## config.mk

```make
export PLATFORM = sky130hd
export DESIGN_NAME = token_lease_table
export DESIGN_NICKNAME = d
export VERILOG_FILES = /design/src/sv/tlt_pkg.sv /design/src/sv/tlt_entry_ram.sv /design/src/sv/tlt_scan.sv /design/src/sv/token_lease_table.sv
export SDC_FILE = /design/constraint.sdc
export NUM_CORES = 2
export LEC_CHECK = 0
export ABC_CLOCK_PERIOD_IN_PS = 15300
export CORE_UTILIZATION = 60
export DETAILED_ROUTE_END_ITERATION = 8
export DONT_BUFFER_PORTS = 1
export PLACE_DENSITY = 0.8
export RECOVER_POWER = 50
export SLEW_MARGIN = 20
export SYNTH_ARGS = -nofsm -noshare
export SYNTH_HDL_FRONTEND = slang
export SYNTH_SLANG_ARGS = --single-unit
```

## constraint.sdc

```tcl
create_clock -name i_clk -period 15.3 [get_ports i_clk]
set_input_delay 1.53 -clock i_clk [delete_from_list [all_inputs] [get_ports i_clk]]
set_output_delay 1.53 -clock i_clk [all_outputs]
set_load 0.02 [all_outputs]
```

## src/sv/tlt_pkg.sv

```systemverilog
package tlt_pkg;

    // Command codes of the input item.
    localparam logic [1:0] CMD_TICK   = 2'd0;
    localparam logic [1:0] CMD_GEN    = 2'd1;
    localparam logic [1:0] CMD_RENEW  = 2'd2;

    // Status codes of the result item.
    localparam logic [2:0] STS_CREATED  = 3'd0;
    localparam logic [2:0] STS_LIVE     = 3'd1;
    localparam logic [2:0] STS_RENEWED  = 3'd2;
    localparam logic [2:0] STS_NOTFOUND = 3'd3;
    localparam logic [2:0] STS_FULL     = 3'd4;
    localparam logic [2:0] STS_TICK     = 3'd5;

    // Lease length after reset.
    localparam logic [15:0] LEASE_RESET = 16'd10;

    // One table entry as stored in the entry memory.
    typedef struct packed {
        logic        used;
        logic [63:0] key;
        logic [31:0] created;
        logic [31:0] expiry;
        logic [15:0] renewals;
    } t_entry;

    // Result fields of one command.
    typedef struct packed {
        logic [2:0]  status;
        logic [31:0] expiry;
        logic [15:0] renewals;
        logic [31:0] created;
    } t_result;

    // What the scan has found so far.
    typedef struct packed {
        logic hit;
        logic free;
    } t_scan_flags;

    typedef enum logic [2:0] {
        ST_CLEAR,
        ST_IDLE,
        ST_SCAN,
        ST_DECIDE,
        ST_OUT
    } t_state;

    // Saturating 32-bit add.
    function automatic logic [31:0] sat_add32(input logic [31:0] a, input logic [31:0] b);
        logic [32:0] s;
        s = {1'b0, a} + {1'b0, b};
        return s[32] ? 32'hFFFF_FFFF : s[31:0];
    endfunction

endpackage

```

## src/sv/tlt_entry_ram.sv

```systemverilog
module tlt_entry_ram #(
    parameter int DEPTH = 16,
    parameter int AW    = 4
) (
    input  logic            i_clk,
    input  logic            i_we,
    input  logic [AW-1:0]   i_waddr,
    input  tlt_pkg::t_entry i_wdata,
    input  logic [AW-1:0]   i_raddr,
    output tlt_pkg::t_entry o_rdata
);
    import tlt_pkg::*;

    t_entry r_mem [DEPTH];
    t_entry r_rdata;

    // One write port, one registered read port.
    always_ff @(posedge i_clk) begin
        if (i_we) begin
            r_mem[i_waddr] <= i_wdata;
        end
        r_rdata <= r_mem[i_raddr];
    end

    assign o_rdata = r_rdata;

endmodule

```

## src/sv/tlt_scan.sv

```systemverilog
module tlt_scan #(
    parameter int AW = 4
) (
    input  logic                 i_clk,
    input  logic                 i_rst_n,
    input  logic                 i_start,
    input  logic                 i_rd_valid,
    input  logic [AW-1:0]        i_rd_idx,
    input  tlt_pkg::t_entry      i_rd_data,
    input  logic [63:0]          i_key,
    input  logic [31:0]          i_now,
    output tlt_pkg::t_scan_flags o_flags,
    output logic [AW-1:0]        o_hit_idx,
    output logic [AW-1:0]        o_free_idx,
    output tlt_pkg::t_entry      o_hit_entry
);
    import tlt_pkg::*;

    t_scan_flags r_flags;
    logic [AW-1:0] r_hit_idx;
    logic [AW-1:0] r_free_idx;
    t_entry r_hit_entry;
    logic w_live;
    logic w_hit;
    logic w_free;

    // An expired entry counts as free: once expired it can never come back to life.
    assign w_live = i_rd_data.used && (i_rd_data.expiry >= i_now);
    assign w_hit  = w_live && (i_rd_data.key == i_key);
    assign w_free = !w_live;

    // Flags are control state; clear them at the start of each scan.
    always_ff @(posedge i_clk) begin
        if (!i_rst_n || i_start) begin
            r_flags <= '0;
        end else if (i_rd_valid) begin
            if (w_hit) begin
                r_flags.hit <= 1'b1;
            end
            if (w_free) begin
                r_flags.free <= 1'b1;
            end
        end
    end

    // Keep the lowest-numbered hit and free entry.
    always_ff @(posedge i_clk) begin
        if (i_rd_valid && !i_start) begin
            if (w_hit && !r_flags.hit) begin
                r_hit_idx   <= i_rd_idx;
                r_hit_entry <= i_rd_data;
            end
            if (w_free && !r_flags.free) begin
                r_free_idx <= i_rd_idx;
            end
        end
    end

    assign o_flags     = r_flags;
    assign o_hit_idx   = r_hit_idx;
    assign o_free_idx  = r_free_idx;
    assign o_hit_entry = r_hit_entry;

endmodule

```

## src/sv/token_lease_table.sv

```systemverilog
// Channel   Direction  Handshake            Payload
// command   in         i_valid / o_stall    i_cmd, i_token_key
// result    out        o_valid / i_stall    o_status, o_lease_end, o_renew_total,
//                                           o_lease_start
// config    in         i_cfg_we             i_cfg_data (lease_ticks)
//
// A tick or an unused command passes through the hand-off state to the result register,
// and the command channel opens again as that result is registered.
// Generate and renew scan the entry memory one entry a cycle through its single
// read port, then pass through the decision and hand-off states before their result
// is registered; the command channel opens again as that result is registered.
// After reset a clearing pass writes every entry once with the command channel
// stalled; configuration writes are taken throughout.
// A stalled result register holds the next command in its final state.
module token_lease_table #(
    parameter int TABLE_ENTRIES = 16
) (
    input  logic        i_clk,
    input  logic        i_rst_n,
    input  logic        i_valid,
    output logic        o_stall,
    input  logic [1:0]  i_cmd,
    input  logic [63:0] i_token_key,
    output logic        o_valid,
    input  logic        i_stall,
    output logic [2:0]  o_status,
    output logic [31:0] o_lease_end,
    output logic [15:0] o_renew_total,
    output logic [31:0] o_lease_start,
    input  logic        i_cfg_we,
    input  logic [15:0] i_cfg_data
);
    import tlt_pkg::*;

    localparam int AW = $clog2(TABLE_ENTRIES);
    localparam logic [AW:0] LAST_ADDR = (AW+1)'(TABLE_ENTRIES - 1);
    localparam logic [AW:0] END_ADDR  = (AW+1)'(TABLE_ENTRIES);

    t_state r_state, n_state;
    logic [AW:0] r_addr, n_addr;
    logic [31:0] r_now, n_now;
    logic [15:0] r_lease;
    logic [1:0] r_cmd, n_cmd;
    logic [63:0] r_key, n_key;
    t_result r_res, n_res;
    t_result r_out, n_out;
    logic r_o_valid, n_o_valid;
    logic r_rd_valid;
    logic [AW-1:0] r_rd_idx;

    logic w_we;
    logic [AW-1:0] w_waddr;
    t_entry w_wdata;
    logic w_issue;
    logic w_start;
    t_entry w_rdata;
    t_scan_flags w_flags;
    logic [AW-1:0] w_hit_idx;
    logic [AW-1:0] w_free_idx;
    t_entry w_hit_entry;
    t_entry w_renewed;

    tlt_entry_ram #(
        .DEPTH (TABLE_ENTRIES),
        .AW    (AW)
    ) u_ram (
        .i_clk   (i_clk),
        .i_we    (w_we),
        .i_waddr (w_waddr),
        .i_wdata (w_wdata),
        .i_raddr (r_addr[AW-1:0]),
        .o_rdata (w_rdata)
    );

    tlt_scan #(
        .AW (AW)
    ) u_scan (
        .i_clk       (i_clk),
        .i_rst_n     (i_rst_n),
        .i_start     (w_start),
        .i_rd_valid  (r_rd_valid),
        .i_rd_idx    (r_rd_idx),
        .i_rd_data   (w_rdata),
        .i_key       (r_key),
        .i_now       (r_now),
        .o_flags     (w_flags),
        .o_hit_idx   (w_hit_idx),
        .o_free_idx  (w_free_idx),
        .o_hit_entry (w_hit_entry)
    );

    // The renewed entry: expiry and count both saturate.
    always_comb begin
        w_renewed = w_hit_entry;
        w_renewed.expiry = sat_add32(w_hit_entry.expiry, {16'd0, r_lease});
        w_renewed.renewals = (w_hit_entry.renewals == 16'hFFFF) ?
                             w_hit_entry.renewals : w_hit_entry.renewals + 16'd1;
    end

    // Sequencer: clearing pass, command decode, scan, decision and result hand-off.
    always_comb begin
        n_state   = r_state;
        n_addr    = r_addr;
        n_now     = r_now;
        n_cmd     = r_cmd;
        n_key     = r_key;
        n_res     = r_res;
        n_out     = r_out;
        n_o_valid = r_o_valid;
        w_we      = 1'b0;
        w_waddr   = r_addr[AW-1:0];
        w_wdata   = '0;
        w_issue   = 1'b0;
        w_start   = 1'b0;

        if (r_o_valid && !i_stall) begin
            n_o_valid = 1'b0;
        end

        unique case (r_state)
            ST_CLEAR: begin
                w_we   = 1'b1;
                n_addr = r_addr + 1'b1;
                if (r_addr == LAST_ADDR) begin
                    n_addr  = '0;
                    n_state = ST_IDLE;
                end
            end
            ST_IDLE: begin
                if (i_valid) begin
                    n_cmd = i_cmd;
                    n_key = i_token_key;
                    n_res = '0;
                    n_res.status = STS_TICK;
                    if (i_cmd == CMD_GEN || i_cmd == CMD_RENEW) begin
                        w_start = 1'b1;
                        n_addr  = '0;
                        n_state = ST_SCAN;
                    end else begin
                        if (i_cmd == CMD_TICK && r_now != 32'hFFFF_FFFF) begin
                            n_now = r_now + 32'd1;
                        end
                        n_state = ST_OUT;
                    end
                end
            end
            ST_SCAN: begin
                if (r_addr != END_ADDR) begin
                    w_issue = 1'b1;
                    n_addr  = r_addr + 1'b1;
                end else begin
                    n_state = ST_DECIDE;
                end
            end
            ST_DECIDE: begin
                n_state = ST_OUT;
                n_res   = '0;
                if (r_cmd == CMD_GEN) begin
                    priority if (w_flags.hit) begin
                        n_res.status = STS_LIVE;
                    end else if (w_flags.free) begin
                        w_we             = 1'b1;
                        w_waddr          = w_free_idx;
                        w_wdata.used     = 1'b1;
                        w_wdata.key      = r_key;
                        w_wdata.created  = r_now;
                        w_wdata.expiry   = sat_add32(r_now, {16'd0, r_lease});
                        w_wdata.renewals = '0;
                        n_res.status     = STS_CREATED;
                        n_res.expiry     = w_wdata.expiry;
                        n_res.created    = r_now;
                    end else begin
                        n_res.status = STS_FULL;
                    end
                end else begin
                    if (w_flags.hit) begin
                        w_we           = 1'b1;
                        w_waddr        = w_hit_idx;
                        w_wdata        = w_renewed;
                        n_res.status   = STS_RENEWED;
                        n_res.expiry   = w_renewed.expiry;
                        n_res.renewals = w_renewed.renewals;
                        n_res.created  = w_renewed.created;
                    end else begin
                        n_res.status = STS_NOTFOUND;
                    end
                end
            end
            ST_OUT: begin
                if (!r_o_valid || !i_stall) begin
                    n_out     = r_res;
                    n_o_valid = 1'b1;
                    n_state   = ST_IDLE;
                end
            end
            default: begin
                n_state = ST_IDLE;
            end
        endcase
    end

    // Control registers.
    always_ff @(posedge i_clk) begin
        if (!i_rst_n) begin
            r_state    <= ST_CLEAR;
            r_addr     <= '0;
            r_now      <= '0;
            r_o_valid  <= 1'b0;
            r_rd_valid <= 1'b0;
        end else begin
            r_state    <= n_state;
            r_addr     <= n_addr;
            r_now      <= n_now;
            r_o_valid  <= n_o_valid;
            r_rd_valid <= w_issue;
        end
    end

    // Lease length register.
    always_ff @(posedge i_clk) begin
        if (!i_rst_n) begin
            r_lease <= LEASE_RESET;
        end else if (i_cfg_we) begin
            r_lease <= i_cfg_data;
        end
    end

    // Payload registers.
    always_ff @(posedge i_clk) begin
        r_cmd    <= n_cmd;
        r_key    <= n_key;
        r_res    <= n_res;
        r_out    <= n_out;
        r_rd_idx <= r_addr[AW-1:0];
    end

    assign o_stall       = (r_state != ST_IDLE);
    assign o_valid       = r_o_valid;
    assign o_status      = r_out.status;
    assign o_lease_end   = r_out.expiry;
    assign o_renew_total = r_out.renewals;
    assign o_lease_start = r_out.created;

    // Every accepted command keeps the channel stalled in the next cycle.
    a_accept_stalls: assert property (@(posedge i_clk) disable iff (!i_rst_n)
        (i_valid && !o_stall) |=> o_stall)
        else $error("command accepted twice in a row");

    // A new result appears only out of the hand-off state.
    a_result_source: assert property (@(posedge i_clk) disable iff (!i_rst_n)
        $rose(o_valid) |-> $past(r_state == ST_OUT))
        else $error("result raised outside hand-off");

    // The memory is never written while it is being scanned.
    a_no_write_in_scan: assert property (@(posedge i_clk) disable iff (!i_rst_n)
        (r_state == ST_SCAN) |-> !w_we)
        else $error("entry write during scan");

    // Only created and renewed results carry a nonzero expiry.
    a_fields_zero: assert property (@(posedge i_clk) disable iff (!i_rst_n)
        (o_valid && o_status != STS_CREATED && o_status != STS_RENEWED)
            |-> (o_lease_end == 32'd0 && o_renew_total == 16'd0))
        else $error("fields set on a result without entry");

endmodule
```

==> flow_metrics.py <==
metrics = {
    "run_status": {
        "status": "finished, violations left",
        "violations": "capacitance limit, slew limit",
    },
    "logic_synthesis": {
        "yosys-top-cells-count": "edfxtp_1 (2705), mux4_2 (698), nand2_1 (257)",
        "synthTopCellsByArea": "edfxtp_1 (73%), mux4_2 (14%), dfxtp_1 (3.8%), nand2_1 (0.87%), ha_1 (0.80%)",
        "synth_cell_type_count": 72,
        "avgSynthCellArea_um2": 21.2,
        "ys_seq_area_share_pct": 77.2,
        "synth_edf_count": 2705,
        "synth_nets": 5377,
        "netlist_area_um2": 111000,
        "netlist_instances": 5217,
        "async_reset_ff_share_pct": 0,
        "synth-seq-cells": 2914,
        "synth_most_common_cell": "edfxtp_1",
        "yosysWarnings": 0,
        "synth_top_area_share_pct": 73.4,
        "synth_ff_type": "edfxtp_1",
        "synth_top_area_cell": "edfxtp_1",
    },
    "global_route": {
        "grt_usage_pct": 30.3,
        "grt_pass1_vias": 57100,
        "grt_overflow": 0,
        "grt_pass1_wl_um": 401000,
        "grt_antenna_before_repair": 30,
        "grt_max_degree": 147,
    },
    "routing": {
        "finalWirelength_um": 280000,
        "route.detailed.drc": 0,
        "drt_iter0_drc": 7866,
        "vias": 55700,
        "first_pass_iters": 6,
        "post_drt_wl_per_cell_um": 34.7,
        "routed_via_density": 6.90,
        "ant_nets": 0,
    },
    "critical_path": {
        "start_kind": "flip-flop",
        "cp-end-kind": "flip-flop",
        "arrival_ns": 10.32,
        "path_class": "reg -> reg",
        "crit_required_ns": 16.08,
        "cp_max_fo": 65,
    },
    "clock_network": {
        "path_clk_slew_ns": 0.06,
        "ctsLongestPathBuffers": 4,
        "post-cts-setup-buffer-count": 0,
        "clock_latency_ns": 0.95,
        "numCtsBuffers": 298,
        "cts_root_buf": "clkbuf_16",
        "cts_tree": "yes",
        "cts_sinks": 2914,
        "postCtsHoldBufs": 0,
        "cts.repair.resized": 0,
        "ctsHtreeMaxLevel": 5,
    },
    "floorplan": {
        "dieWidth_um": 431,
        "die-area_um2": 186000,
        "initial_core_util_pct": 60.4,
        "core_area_um2": 183000,
        "core.rowCount": 157,
        "io_pins": 172,
        "die_h_um": 431,
    },
    "place": {
        "io_buffers": 0,
        "pre_cts_slack_ns": 10.06,
        "place_congestion": 0.935,
        "hpwlAfterDp_um": 135000,
    },
    "sta": {
        "fmax_mhz": 105,
        "slew_violations": 1246,
        "fin_setup_tns_ns": 0,
        "setup_slack_ns": 5.76,
        "setup_viol": 0,
        "final-hold-violation-count": 0,
        "fin_crit_ns": 9.54,
        "max_slew_margin_pct": -189,
        "worst_slew_pin_slew_ns": 4.34,
        "finalCritPeriodShare_pct": 62.3,
        "fin_skew_ns": 0.0833,
        "grt_setup_unrepaired": "false",
    },
    "power": {
        "leakage_nw": 39.2,
        "power_density_nw_per_um2": 138,
        "ir_drop_uv": 125,
    },
    "final_layout": {
        "layout-drive-gt1-share_pct": 21.6,
        "seq_area_um2": 85400,
        "fillers": 10800,
        "multi_input_area_um2": 24100,
        "final_nets": 5535,
        "area_growth_pct": 11.4,
    },
    "flow_run": {
        "cap_violations": 37,
    },
    "worst_hold_path": {
        "hold_path.class": "reg -> reg",
    },
}
-- state kept, by name, summed over array words and instances, names as in the netlist, 32 cells and up --
signal	flops
o_lease_end	32
o_lease_start	32
r_key	64
r_now	32
r_res	83
u_ram.o_rdata	145
u_ram.r_mem	2320
u_scan.o_hit_entry	145
-- cell families (layout without fill, tap and decap cells) --
logic type | Yosys count | count (layout) | synth area share, %
xor+xnor | 145 | 145 | 1.15
fa+ha+maj | 73 | 73 | 0.839
mux | 754 | 754 | 14.7
buf+inv | 301 | 676 | 1.08
flops | 2914 | 2914 | 77.2
other cells | 0 | 17 | 0
compound gates | 466 | 466 | 2.56
simple gates | 564 | 564 | 2.46
-- layout by cell type, fill, tap and decap left out, types with 57 or more instances in the layout --
master	n
nand2_1	257
mux4_2	698
xnor2_1	57
clkbuf_1	106
xor2_1	88
edfxtp_1	2705
nor2_1	76
ha_1	71
clkbuf_16	303
dfxtp_1	207
a21oi_1	149
o21ai_0	134
-- cell type report --
| type | instances | share of cell area (%) |
|---|---|---|
| multi-input cells | 2002 | 19.6 |
| well taps | 2464 | 2.50 |
| diodes | 17 | 0.0345 |
| inverters | 53 | 0.162 |
| flip-flops and latches | 2914 | 69.3 |
| clock inverters | 136 | 1.14 |
| repair buffers | 106 | 0.719 |
| clock buffers | 381 | 6.55 |
-- layer usage --
metal | share of wire, % | vias up | global-route usage, %
met5 | 0.030 | - | 0
met4 | 5.2 | 12 | 14.7
met3 | 9.9 | 802 | 5.70
met2 | 50 | 4084 | 50.2
met1 | 34 | 29000 | 39.0
li1 | - | 21800 | -
-- worst max-delay path: stages, from the launching register on --
cell	delay (ns)
dfxtp_1	2.35
clkbuf_1	2.48
clkbuf_1	3.18
mux4_2	0.76
mux2i_1	0.12
a21oi_1	0.39
-- power by group --
part | switching (W) | internal (W)
clock | 0.00299 | 0.00420
combinational | 0.000444 | 0.000347
sequential | 0.000124 | 0.00884
-- through the flow --
stage	std cells	total power [W]	area, um2	hold WS [ns]	util [%]
after floorplan	5217	0.00963	111000	0.329	-
after global placement	7525	0.00985	114000	0.386	62.2
after detailed placement	7527	0.00988	114000	0.389	62.2
after CTS	8044	0.0170	123000	0.402	67.4
after global routing	8065	0.0173	123000	0.410	67.3
final	8073	0.0169	123000	0.404	67.3
-- worst paths after layout --
| path | to | depth (start not counted) | startpoint | slack, ns |
|---|---|---|---|---|
| worst min-delay path | o_renew_total[0] | 0 | r_res[32] | 0.40 |
| worst max register to register | u_ram.o_rdata[120] | 5 | r_addr[1] | 5.76 |
| worst min register to register | o_renew_total[0] | 0 | r_res[32] | 0.40 |
| worst max-delay path | u_ram.o_rdata[120] | 5 | r_addr[1] | 5.76 |
Power figures use the tool's default switching activity.
